File: src/hdl/srle_pkg.sv
// Shared types and constants for the scanline zero-run RLE decoder.
package srle_pkg;

  localparam int unsigned CountW = 16;

  localparam logic [CountW-1:0] LenOverhead = 16'd2;
  localparam logic [CountW-1:0] CountMax    = 16'hFFFF;

  localparam logic [1:0] CfgLineWidth      = 2'd0;
  localparam logic [1:0] CfgLineTotal      = 2'd1;
  localparam logic [1:0] CfgCompressedMode = 2'd2;

  typedef enum logic [1:0] {
    PH_LEN_LO = 2'd0,
    PH_LEN_HI = 2'd1,
    PH_CODE   = 2'd2,
    PH_RUN    = 2'd3
  } phase_e;

  typedef struct packed {
    phase_e            phase;
    logic [7:0]        length_low;
    logic [CountW-1:0] bytes_left;
    logic [CountW-1:0] column;
    logic [CountW-1:0] lines_done;
  } state_t;

  localparam state_t StateClear = '{
    phase:      PH_LEN_LO,
    length_low: 8'd0,
    bytes_left: '0,
    column:     '0,
    lines_done: '0
  };

  typedef struct packed {
    logic [CountW-1:0] line_width;
    logic [CountW-1:0] line_total;
    logic              compressed_mode;
  } cfg_t;

  typedef struct packed {
    logic [7:0] pixel_index;
    logic [7:0] run_count;
    logic       line_end;
    logic       image_end;
  } result_t;

endpackage

File: src/hdl/srle_step.sv
// Next-state and result logic for one byte of the decoder.
module srle_step (
  input  srle_pkg::state_t  state_i,
  input  srle_pkg::cfg_t    cfg_i,
  input  logic [7:0]        data_byte_i,
  input  logic              image_start_i,
  output srle_pkg::state_t  state_o,
  output srle_pkg::result_t result_o,
  output logic              result_valid_o
);
  import srle_pkg::*;

  state_t            cur;
  logic [CountW-1:0] bl_dec;
  logic [CountW-1:0] col_inc;
  logic [CountW-1:0] ld_inc;
  logic [CountW-1:0] len;
  logic [CountW-1:0] room;
  logic [7:0]        cnt;
  logic              do_close;

  assign cur     = image_start_i ? StateClear : state_i;
  assign bl_dec  = (cur.bytes_left != '0) ? cur.bytes_left - 16'd1 : '0;
  assign col_inc = (cur.column != CountMax) ? cur.column + 16'd1 : cur.column;
  assign ld_inc  = (cur.lines_done != CountMax) ? cur.lines_done + 16'd1 : cur.lines_done;
  assign len     = {data_byte_i, cur.length_low};
  assign room    = (cur.column < cfg_i.line_width) ? cfg_i.line_width - cur.column : '0;
  assign cnt     = (room < {8'd0, data_byte_i}) ? room[7:0] : data_byte_i;

  always_comb begin
    state_o        = cur;
    result_o       = '0;
    result_valid_o = 1'b0;
    do_close       = 1'b0;
    if (cur.lines_done < cfg_i.line_total) begin
      if (!cfg_i.compressed_mode) begin
        result_o.pixel_index = data_byte_i;
        result_o.run_count   = 8'd1;
        result_valid_o       = 1'b1;
        state_o.column       = col_inc;
        do_close             = (col_inc >= cfg_i.line_width);
      end else begin
        case (cur.phase)
          PH_LEN_LO: begin
            state_o.length_low = data_byte_i;
            state_o.phase      = PH_LEN_HI;
          end
          PH_LEN_HI: begin
            state_o.column = '0;
            if (len <= LenOverhead) begin
              result_valid_o = 1'b1;
              do_close       = 1'b1;
            end else begin
              state_o.bytes_left = len - LenOverhead;
              state_o.phase      = PH_CODE;
            end
          end
          PH_CODE: begin
            state_o.bytes_left = bl_dec;
            if (data_byte_i != 8'd0) begin
              result_o.pixel_index = data_byte_i;
              result_o.run_count   = 8'd1;
              result_valid_o       = 1'b1;
              state_o.column       = col_inc;
              do_close             = (bl_dec == '0);
            end else begin
              state_o.phase = PH_RUN;
            end
          end
          PH_RUN: begin
            state_o.bytes_left = bl_dec;
            state_o.column     = cur.column + {8'd0, cnt};
            state_o.phase      = PH_CODE;
            result_o.run_count = cnt;
            do_close           = (bl_dec == '0);
            result_valid_o     = (bl_dec == '0) || (cnt != 8'd0);
          end
          default: begin
            state_o.phase = PH_LEN_LO;
          end
        endcase
      end
    end
    if (do_close) begin
      state_o.column     = '0;
      state_o.phase      = PH_LEN_LO;
      state_o.bytes_left = '0;
      state_o.lines_done = ld_inc;
      result_o.line_end  = 1'b1;
      result_o.image_end = (ld_inc >= cfg_i.line_total);
    end
  end

endmodule

File: src/hdl/shp_ts_scanline_rle_decoder.sv
// Top level of the scanline zero-run RLE decoder: registers, handshake, result register.
//
// Takes one image data byte per transaction and gives zero or one result per byte.
// A byte is taken in every cycle while the result register is empty or being
// drained; its result appears on the output in the cycle after acceptance. The
// single result register sets the rate: one byte per cycle sustained, with the
// input stalled only while a result is held under output stall.
module shp_ts_scanline_rle_decoder (
  input  logic        clk_i,
  input  logic        rst_ni,
  input  logic        cfg_we_i,
  input  logic [1:0]  cfg_index_i,
  input  logic [15:0] cfg_data_i,
  input  logic        in_valid_i,
  output logic        in_stall_o,
  input  logic [7:0]  data_byte_i,
  input  logic        image_start_i,
  output logic        out_valid_o,
  input  logic        out_stall_i,
  output logic [7:0]  pixel_index_o,
  output logic [7:0]  run_count_o,
  output logic        line_end_o,
  output logic        image_end_o
);
  import srle_pkg::*;

  cfg_t    cfg_q;
  state_t  state_q, state_d;
  result_t res_q, res_d;
  logic    res_valid;
  logic    out_valid_q, out_valid_d;
  logic    in_accept;

  srle_step u_step (
    .state_i        (state_q),
    .cfg_i          (cfg_q),
    .data_byte_i    (data_byte_i),
    .image_start_i  (image_start_i),
    .state_o        (state_d),
    .result_o       (res_d),
    .result_valid_o (res_valid)
  );

  assign in_stall_o = out_valid_q & out_stall_i;
  assign in_accept  = in_valid_i & ~in_stall_o;

  always_comb begin
    out_valid_d = out_valid_q;
    if (in_accept) begin
      out_valid_d = res_valid;
    end else if (!out_stall_i) begin
      out_valid_d = 1'b0;
    end
  end

  always_ff @(posedge clk_i or negedge rst_ni) begin
    if (!rst_ni) begin
      cfg_q       <= '0;
      state_q     <= StateClear;
      out_valid_q <= 1'b0;
    end else begin
      out_valid_q <= out_valid_d;
      if (in_accept) begin
        state_q <= state_d;
      end
      if (cfg_we_i) begin
        case (cfg_index_i)
          CfgLineWidth:      cfg_q.line_width      <= cfg_data_i;
          CfgLineTotal:      cfg_q.line_total      <= cfg_data_i;
          CfgCompressedMode: cfg_q.compressed_mode <= cfg_data_i[0];
          default: ;
        endcase
      end
    end
  end

  always_ff @(posedge clk_i) begin
    if (in_accept && res_valid) begin
      res_q <= res_d;
    end
  end

  assign out_valid_o   = out_valid_q;
  assign pixel_index_o = res_q.pixel_index;
  assign run_count_o   = res_q.run_count;
  assign line_end_o    = res_q.line_end;
  assign image_end_o   = res_q.image_end;

endmodule
File: config.mk
export PLATFORM = sky130hd
export DESIGN_NAME = shp_ts_scanline_rle_decoder
export DESIGN_NICKNAME = d
export VERILOG_FILES = /design/src/hdl/srle_pkg.sv /design/src/hdl/srle_step.sv /design/src/hdl/shp_ts_scanline_rle_decoder.sv
export SDC_FILE = /design/constraint.sdc
export NUM_CORES = 1
export LEC_CHECK = 0
export BUFFER_PORTS_ARGS = -buffer_cell sky130_fd_sc_hd__buf_2
export CORE_MARGIN = 2
export CORE_UTILIZATION = 35
export DETAILED_ROUTE_END_ITERATION = 10
export PLACE_DENSITY_LB_ADDON = 0.2
export SLEW_MARGIN = 20
export SYNTH_ARGS = -nofsm -noshare
export SYNTH_HDL_FRONTEND = slang
export SYNTH_SLANG_ARGS = --single-unit
File: constraint.sdc
create_clock -name clk_i -period 6.55 [get_ports clk_i]
set_clock_uncertainty 0.15 [all_clocks]
set_input_delay 0.655 -clock clk_i [delete_from_list [all_inputs] [get_ports clk_i]]
set_output_delay 0.655 -clock clk_i [all_outputs]
set_load 0.05 [all_outputs]
==> metrics, run 1 <==
Worst path max stage delay=420 ps; # DRC=0; die width=174 um; critical path required time=6660 ps; CP top delay family=compound AO/OA/AOI/OAI gates; core area=0.0285 mm2; Syn. warnings=0; H-tree Lvls=3; first-pass GRT wire length=54000 um; Antenna Violating Nets Remaining=0; Final nets=1436; setup TNS=0 ps; Vias=9813; CP Launch Type=input port; EDFF count, synth=18; drt pass-1 iters=5; minimum clock period=6150 ps; number of fill cells=2964; slew margin rel.=40.5%; Port Buffers=51; vias in the first global route=9268; GRT Util Overall=22.7%; CTS tree=yes; clock buffer depth=2; vias per cell=5.75; Final WS setup=397 ps; number of buffers and inverters on the critical path=4; measured slew at the worst slew-check pin=893 ps; Post-Syn Area=0.0101 mm2; Worst EP arrival=6260 ps; FF+latch count, synth=110; # setup viols final=0; Worst Setup End Kind=register; reg2reg start=state_q[16]; Post-Layout Cell Count=1707; max-cap viol count=0; Avg Synthesized Cell Area=8.09 um2; area grow syn2layout=14.8%; fin crit share=93.9%; post-synthesis cell type count=80; pwr dens=361 mW/mm2; Initial Util=35.3%; RSZ-0062 raised after global routing=false; fraction of registers with async set/reset=83.6%; routability cong.=0.936; Setup CP Type=in -> reg; commonest non-fill, non-tap cell in the layout=nand2_1; grt ovf=0; DIE HEIGHT=174 um; max-slew violations=0; Worst-Skew Late Latency=370 ps; status=finished clean; Leak Pwr=0.00526 uW; post-DP HPWL=25700 um; die area=0.0302 mm2; cts bufs inserted=9; Fin. Hold Viols=0; sequential share of the synthesized area=28.2%; slowest library cell on the worst path=fa_1; Synth Instances=1246; row count=62; dpl cells=1691; WL/cell=20.0 um; Iter 0 DRT Violations=780; initial antenna violation count=0; CTS sink count=110; Synth Flop Type=dfrtp_1; FF-to-FF setup slack=450 ps; io pins=52; R2R Path End=state_q[27]; fraction of layout instances using a drive strength above 1=15.7%; Reg2Reg Depth=28; Ant. Diodes=0; crit path max fanout=8; most frequent cells in the layout=152 x nand2_1, 98 x o21ai_0, 92 x dfrtp_1; Place WS=-5.20 ps; largest net degree at the start of global routing=67; synthesized net count=1364; fmax=163 MHz; Worst-path clk slew=80 ps; Hold Path Class=in -> async; CTS root buf=clkbuf_16; Routed WL=34100 um; VDD IR max=0.143 mV
==> per-layer routing <==
metal  vias up  global-route usage [%]  share of wire [%]
li1       4710                       -                  -
met1      4762                    32.5                 48
met2       312                    36.2                 45
met3        29                    3.62                5.4
met4         0                    4.69                1.4
met5         -                       0                  0
==> final cells by class <==
| cell class | count | area, um2 | share of cell area (%) |
|---|---|---|---|
| well taps | 384 | 480 | 4.15 |
| repair buffers | 122 | 816 | 7.05 |
| clock buffers | 11 | 243 | 2.10 |
| multi-input cells | 997 | 6840 | 59.1 |
| clock inverters | 5 | 57.6 | 0.497 |
| flip-flops and latches | 110 | 2840 | 24.6 |
| inverters | 78 | 293 | 2.53 |
==> sequential cells by signal, summed over array words and instances (netlist names) <==
name / flops
state_q: 58
cfg_q: 33
pixel_index_o: 8
run_count_o: 8
image_end_o: 1
line_end_o: 1
out_valid_o: 1
==> synthesized netlist by cell type, types with 12 or more instances <==
library cell,count,area [um2]
nand3_1,34,170
and3_1,27,169
a21o_1,25,188
a21oi_1,83,415
nand2_1,155,582
mux2_2,26,293
a22oi_1,14,105
edfxtp_1,18,541
nor2b_1,32,200
a31oi_1,18,113
nor4_1,16,100
nand4_1,16,100
xor2_1,14,123
o21ai_0,99,495
nor3_1,32,160
a211oi_1,16,120
a22o_1,20,175
xnor2_1,45,394
clkbuf_1,49,184
nor2_1,67,251
dfrtp_1,92,2300
ha_1,84,1050
inv_1,77,289
nand2b_1,12,75.1
==> worst register-to-register path: cells and delay by family (launching register included) <==
kind,cells,cell delay [ps]
and+or+nand+nor,8,1160
buffers and inverters,2,230
adders and majority gates,4,1210
AOI/OAI and AO/OA,12,2150
DFF,1,440
muxes,1,410
xor gates and xnor gates,1,230
==> stage by stage <==
stage          util (%)  area [um2]  hold WS (ps)  power [uW]
2_1_floorplan         -       10200           209        2720
3_3_place_gp       39.3       11200           332        3520
3_5_place_dp       39.3       11200           343        3530
4_1_cts            40.4       11500          80.2        4140
5_1_grt            40.5       11600          87.4        4500
6_report           40.5       11600          82.4        4180
==> worst max path at each step <==
| stage | startpoint | endpoint | slack [ps] | cells past startpoint |
|---|---|---|---|---|
| detailed placement | image_start_i | state_q[27] | -5 | 29 |
| global route | image_start_i | state_q[27] | 3 | 31 |
| floorplan | image_start_i | state_q[28] | 10 | 34 |
| finish | image_start_i | state_q[27] | 400 | 30 |
| global placement | image_start_i | state_q[27] | 70 | 29 |
| CTS | image_start_i | state_q[27] | 340 | 29 |
==> cells by family after synthesis <==
family          Yosys count  synth area share (%)
compound gates          372                  24.3
xor+xnor                 59                  5.13
fa+ha+maj                86                  10.8
buf+inv                 139                  5.44
flops                   110                  28.2
mux                      33                  3.60
simple gates            447                  22.5
==> where the power goes <==
part           internal (uW)  total [uW]  switching (uW)  leakage (uW)
Clock                    309         587             278      0.000150
Sequential               849        1070             225       0.00135
Combinational           1050        2520            1470       0.00375
==> timing repair <==
item,CTS,global route
endpoints found under the hold margin,0,0
setup endpoints to repair,0,6
resized for setup,0,8
buffers inserted,0,0
hold buffers,0,0
(Power assumes the default switching activity.)
==> run 2: changes to the inputs <==
--- a/config.mk
+++ b/config.mk
@@ -5,6 +5,7 @@
 export SDC_FILE = /design/constraint.sdc
 export NUM_CORES = 1
 export LEC_CHECK = 0
+export ABC_AREA = 1
 export BUFFER_PORTS_ARGS = -buffer_cell sky130_fd_sc_hd__buf_2
 export CORE_MARGIN = 2
 export CORE_UTILIZATION = 35
==> run 2 against run 1 <==
  * Non-clock buffer count shrank 40
  * Flip-flop and latch count is the same
  * Sequential share of layout area grew 0.81 points
  * Utilization shrank 1.4 points
  * Setup slack gained 210 ps
  * Fmax grew 3.5%
  * Die area grew 0.48%
  * Final cell count grew 17%
  * Total power grew 2.1%
  * Critical path type unchanged
  * Largest cell class unchanged
==> metrics, run 2 <==
Post-Syn Area=0.0101 mm2; clock buffer depth=2; GRT Util Overall=21.3%; grt ovf=0; sequential share of the synthesized area=28.1%; fin crit share=90.7%; Reg2Reg Depth=38; Setup CP Type=in -> reg; Worst-Skew Late Latency=370 ps; vias in the first global route=9438; Synth Instances=1550; CTS root buf=clkbuf_16; most frequent CP cell=nand2_1; routability cong.=0.870; slew margin rel.=34.7%; EDFF count, synth=18; area grow syn2layout=10.6%; Syn. warnings=0; cell taking the most area after synthesis=dfrtp_1; Vias=10100; die area=0.0303 mm2; Worst Setup End Kind=register; reg2reg start=state_q[21]; CP Launch Type=input port; Reg with most FFs=state_q; fmax=168 MHz; Final nets=1721; Ant. Diodes=0; core area=0.0286 mm2; fraction of layout instances using a drive strength above 1=8.64%; max-cap viol count=0; row count=62; largest net degree at the start of global routing=66; critical path required time=6680 ps; Post-synth top cells=406 x nand2_1, 246 x inv_1, 164 x nor2_1; ranking of synthesized cells by area=dfrtp_1 23%, nand2_1 15%, ha_1 10%, inv_1 9.1%, o21ai_0 6.4%; cts hold-fix bufs=0; post-synthesis cell type count=48; pwr dens=381 mW/mm2; CTS tree=yes; WHS=72.1 ps; synthesized net count=1668; fraction of registers with async set/reset=83.6%; max-slew violations=0; drt pass-1 iters=5; status=finished clean; cts bufs inserted=9; FF+latch count, synth=110; die width=174 um; WL/cell=15.9 um; Iter 0 DRT Violations=604; VDD IR max=0.161 mV; Synth Flop Type=dfrtp_1; H-tree Lvls=3; # DRC=0; crit path max fanout=16; DIE HEIGHT=174 um; top-count cell post-synth=nand2_1; commonest non-fill, non-tap cell in the layout=nand2_1; Worst EP arrival=6080 ps; Avg Synthesized Cell Area=6.53 um2; Routed WL=31700 um; Worst-path clk slew=80 ps; Synth top area share=22.7%; # setup viols final=0; initial antenna violation count=0; most frequent cells in the layout=405 x nand2_1, 245 x inv_1, 164 x nor2_1; Antenna Violating Nets Remaining=0; Worst path max stage delay=400 ps; CTS sink count=110; first-pass GRT wire length=50900 um; crit path from=image_start_i; slowest library cell on the worst path=fa_1; vias per cell=5.05; FF-to-FF setup slack=840 ps; minimum clock period=5940 ps; utilization after layout=39.1%; post-DP HPWL=24400 um; biggest regs=state_q x58, cfg_q x33; Port Buffers=51; Fin. Hold Viols=0; Hold Path Class=in -> async; Initial Util=35.4%; measured slew at the worst slew-check pin=977 ps; Leak Pwr=0.00586 uW; io pins=52; max reg flops=58; R2R Path End=state_q[30]
-- run 2: cell types whose count changed in the layout (fill, tap and decap cells not counted), sizes merged, moves of 20 or more --
cell / delta
nand3: +37
buf: -40
and3: -26
a21o: -24
mux2: -26
inv: +177
nor2: +104
nand2: +263
nor2b: -32
xor2: +20
xnor2: -35
o21ai: +42
-- run 2: logic make-up after synthesis --
| logic type | Yosys count | share of synthesized area, % |
|---|---|---|
| xor+xnor | 44 | 3.81 |
| compound gates | 293 | 16.1 |
| buf+inv | 295 | 11.5 |
| simple gates | 722 | 29.7 |
| flops | 110 | 28.1 |
| fa+ha+maj | 86 | 10.8 |
-- run 2: per-layer routing --
metal / vias up / routed length [um] / GRT usage, %
met5: - / 0 / 0
met4: 0 / 721 / 6.62
met3: 45 / 1480 / 2.93
met2: 247 / 14200 / 34.5
met1: 4633 / 15300 / 29.3
li1: 5136 / - / -
-- run 2: worst max path at each step --
stage | end | slack [ps] | cells past startpoint
finish | state_q[30] | 610 | 39
global placement | state_q[30] | 320 | 36
global route | state_q[27] | -30 | 41
detailed placement | state_q[30] | 240 | 39
floorplan | state_q[30] | 170 | 41
CTS | state_q[30] | 620 | 39
-- run 2: metrics by stage --
stage	instance area (um2)	total power [uW]	setup slack (ps)	setup TNS, ps	cells
2_1_floorplan	10100	2950	169	0	1550
3_3_place_gp	10900	3650	320	0	1976
3_5_place_dp	10900	3670	236	0	1976
4_1_cts	11200	4270	622	0	1992
5_1_grt	11200	4710	-30.2	-39.1	1992
6_report	11200	4270	607	0	1992
-- run 2: layout make-up --
class / instances / area (um2)
tap: 384 / 480
inverter: 255 / 960
sequential: 110 / 2840
multi-input combinational: 1145 / 6130
timing repair buffer: 82 / 490
clock inverter: 7 / 73.8
clock buffer: 9 / 225
fill: 3098 / 17400
-- run 2: timing repair --
item / in CTS / in global routing
endpoints found under the setup margin: 0 / 4
buffers inserted: 0 / 0
resized for setup: 0 / 1
hold endpoints to repair: 0 / 0
-- run 2: power breakdown --
part | internal (uW) | total [uW] | switching, uW
Clock | 272 | 577 | 305
Combinational | 892 | 2680 | 1780
Sequential | 895 | 1010 | 120
-- run 2: worst max-delay path: cells and delay by family --
kind	cells	cell delay, ps
AND/OR/NAND/NOR	22	2320
adder cells (fa/ha/maj)	5	1490
AO/OA/AOI/OAI	8	1130
buffers and inverters	4	440
==> run 3: changes to the inputs <==
--- a/config.mk
+++ b/config.mk
@@ -14,4 +14,5 @@
 export SLEW_MARGIN = 20
 export SYNTH_ARGS = -nofsm -noshare
 export SYNTH_HDL_FRONTEND = slang
+export SYNTH_HIERARCHICAL = 1
 export SYNTH_SLANG_ARGS = --single-unit
==> run 3 against run 2 <==
  * Area after synthesis grew 8.8%
  * Critical path depth decreased by 1
  * Fmax decreased by 0.64%
  * Design area increased by 6.7%
  * Synthesized cell count increased by 11%
  * Utilization shrank 0.35 points
  * Critical endpoint unchanged
  * Largest cell class unchanged
  * Highest routed layer is now met5
==> metrics, run 3 <==
status=finished clean; slew margin rel.=30.4%; cell taking the most area after synthesis=dfrtp_1; R2R Path End=state_q[30]; dpl cells=2133; largest net degree at the start of global routing=61; max-cap viol count=0; commonest non-fill, non-tap cell in the layout=nand2_1; Post-Layout Cell Count=2149; footprint of the multi-input gates=0.00684 mm2; initial antenna violation count=1; vias per cell=5.24; die width=181 um; core area=0.0308 mm2; reg2reg start=state_q[16]; fraction of layout instances using a drive strength above 1=8.67%; Worst path max stage delay=450 ps; Reg2Reg Depth=38; Post-synth top cells=505 x nand2_1, 258 x inv_1, 155 x nor2_1; WHS=116 ps; ranking of synthesized cells by area=dfrtp_1 21%, nand2_1 17%, ha_1 9.5%, inv_1 8.8%, nand3_1 7.0%; Worst-Skew Late Latency=370 ps; Place WS=-50.1 ps; utilization after layout=38.8%; Synth Flop Type=dfrtp_1; top-count cell post-synth=nand2_1; Ant. Diodes=0; end point of the critical path=state_q[30]; pwr dens=331 mW/mm2; crit path max fanout=16; biggest regs=state_q x58, cfg_q x33; max reg flops=58; Reg with most FFs=state_q; row count=64; sequential share of the synthesized area=25.8%; most frequent cells in the layout=503 x nand2_1, 258 x inv_1, 153 x nand3_1; die area=0.0329 mm2; measured slew at the worst slew-check pin=1040 ps; CP Launch Type=input port; grt ovf=0; Antenna Violating Nets Remaining=0; FF-to-FF setup slack=730 ps; Leak Pwr=0.00659 uW; drt pass-1 iters=5; Avg Synthesized Cell Area=6.40 um2; Setup CP Type=in -> reg; fmax=167 MHz; post-synthesis cell type count=57; Synth Instances=1722; max-slew violations=0; dpl cell area=0.0116 mm2; Synth top area share=20.9%; RSZ-0062 raised after global routing=false; Syn. warnings=6; number of fill cells=3404; CTS tree=yes; Hold Path Class=in -> async; DIE HEIGHT=181 um; CTS sink count=110; post-DP HPWL=26700 um; area grow syn2layout=8.51%; Post-Syn Area=0.0110 mm2; CTS root buf=clkbuf_16; Final WS setup=569 ps; cts bufs inserted=9; # setup viols final=0; sequential cell area=0.00284 mm2; WL/cell=16.7 um; Port Buffers=51; Routed WL=35800 um; clock buffer depth=2; first-pass GRT wire length=57600 um; crit path from=image_start_i; GRT Util Overall=21.8%; critical path required time=6660 ps; Iter 0 DRT Violations=900; routability cong.=0.883; Worst EP arrival=6090 ps; Initial Util=35.7%; slowest library cell on the worst path=fa_1; EDFF count, synth=18; post-CTS setup buffer count=0; Worst Setup End Kind=register; Worst-path clk slew=80 ps; synthesized net count=1840; fraction of registers with async set/reset=83.6%; Final nets=1866; FF+latch count, synth=110; H-tree Lvls=3; minimum clock period=5980 ps; Fin. Hold Viols=0; io pins=52; most frequent CP cell=nand2_1; fin crit share=91.3%; Vias=11300; Design Area, Final=0.0120 mm2; vias in the first global route=10800; # DRC=0; VDD IR max=0.141 mV
-- run 3: cell types whose count changed in the layout (fill, tap and decap cells not counted), sizes merged, moves of 11 or more --
cell and delta:
a21oi -11, inv +17, nand2 +97, nand3 +86, o211ai +16, o21ai -63
-- run 3: area by class of cell --
class	count	area share (%)
Sequential cell	110	23.8
Inverter	274	8.63
Clock inverter	7	0.565
Timing Repair Buffer	77	3.79
Clock buffer	9	1.88
Multi-Input combinational cell	1276	57.2
Tap cell	396	4.15
-- run 3: metal layers --
layer	routed length (um)	global-route usage, %	vias up
met5	11	0	-
met4	718	5.89	2
met3	2130	3.81	41
met2	16100	35.4	337
met1	16900	29.8	5236
li1	-	-	5643
-- run 3: worst min-delay path by stage --
stage                              to  slack (ps)  cells past startpoint
after floorplan              cfg_q[0]         210                      0
after global placement    state_q[47]         300                      2
after detailed placement   state_q[1]         310                      2
after CTS                  state_q[7]         130                      1
after global routing       state_q[7]         150                      1
final                      state_q[7]         120                      1
-- run 3: worst max-delay path, delay by kind of cell --
kind,cells,cell delay (ps)
AOI/OAI and AO/OA,7,1010
adders and majority gates,5,1320
buffers and inverters,4,480
and+or+nand+nor,22,2580
-- run 3: timing repair --
action / CTS / global route
hold buffers: 0 / 0
resized for setup: 0 / 10
endpoints found under the setup margin: 0 / 6
-- run 3: cell families after synthesis --
family / after synthesis / synth area share, %
muxes: 1 / 0.102
buffers and inverters: 336 / 12.4
AOI/OAI and AO/OA: 240 / 13.0
xor gates and xnor gates: 40 / 3.32
adders and majority gates: 86 / 9.90
and+or+nand+nor: 909 / 35.4
DFF: 110 / 25.8
-- run 3: stage by stage --
| stage | setup TNS, ps | total power [uW] |
|---|---|---|
| detailed placement | -56.1 | 3350 |
| floorplan | 0 | 2740 |
| global placement | 0 | 3330 |
| CTS | 0 | 3940 |
| global route | 0 | 4340 |
| finish | 0 | 3960 |
-- run 3: power by group --
group | internal, uW | switching (uW) | total, uW
Sequential | 848 | 111 | 958
Combinational | 790 | 1630 | 2430
Clock | 269 | 304 | 573
Total | 1910 | 2050 | 3960
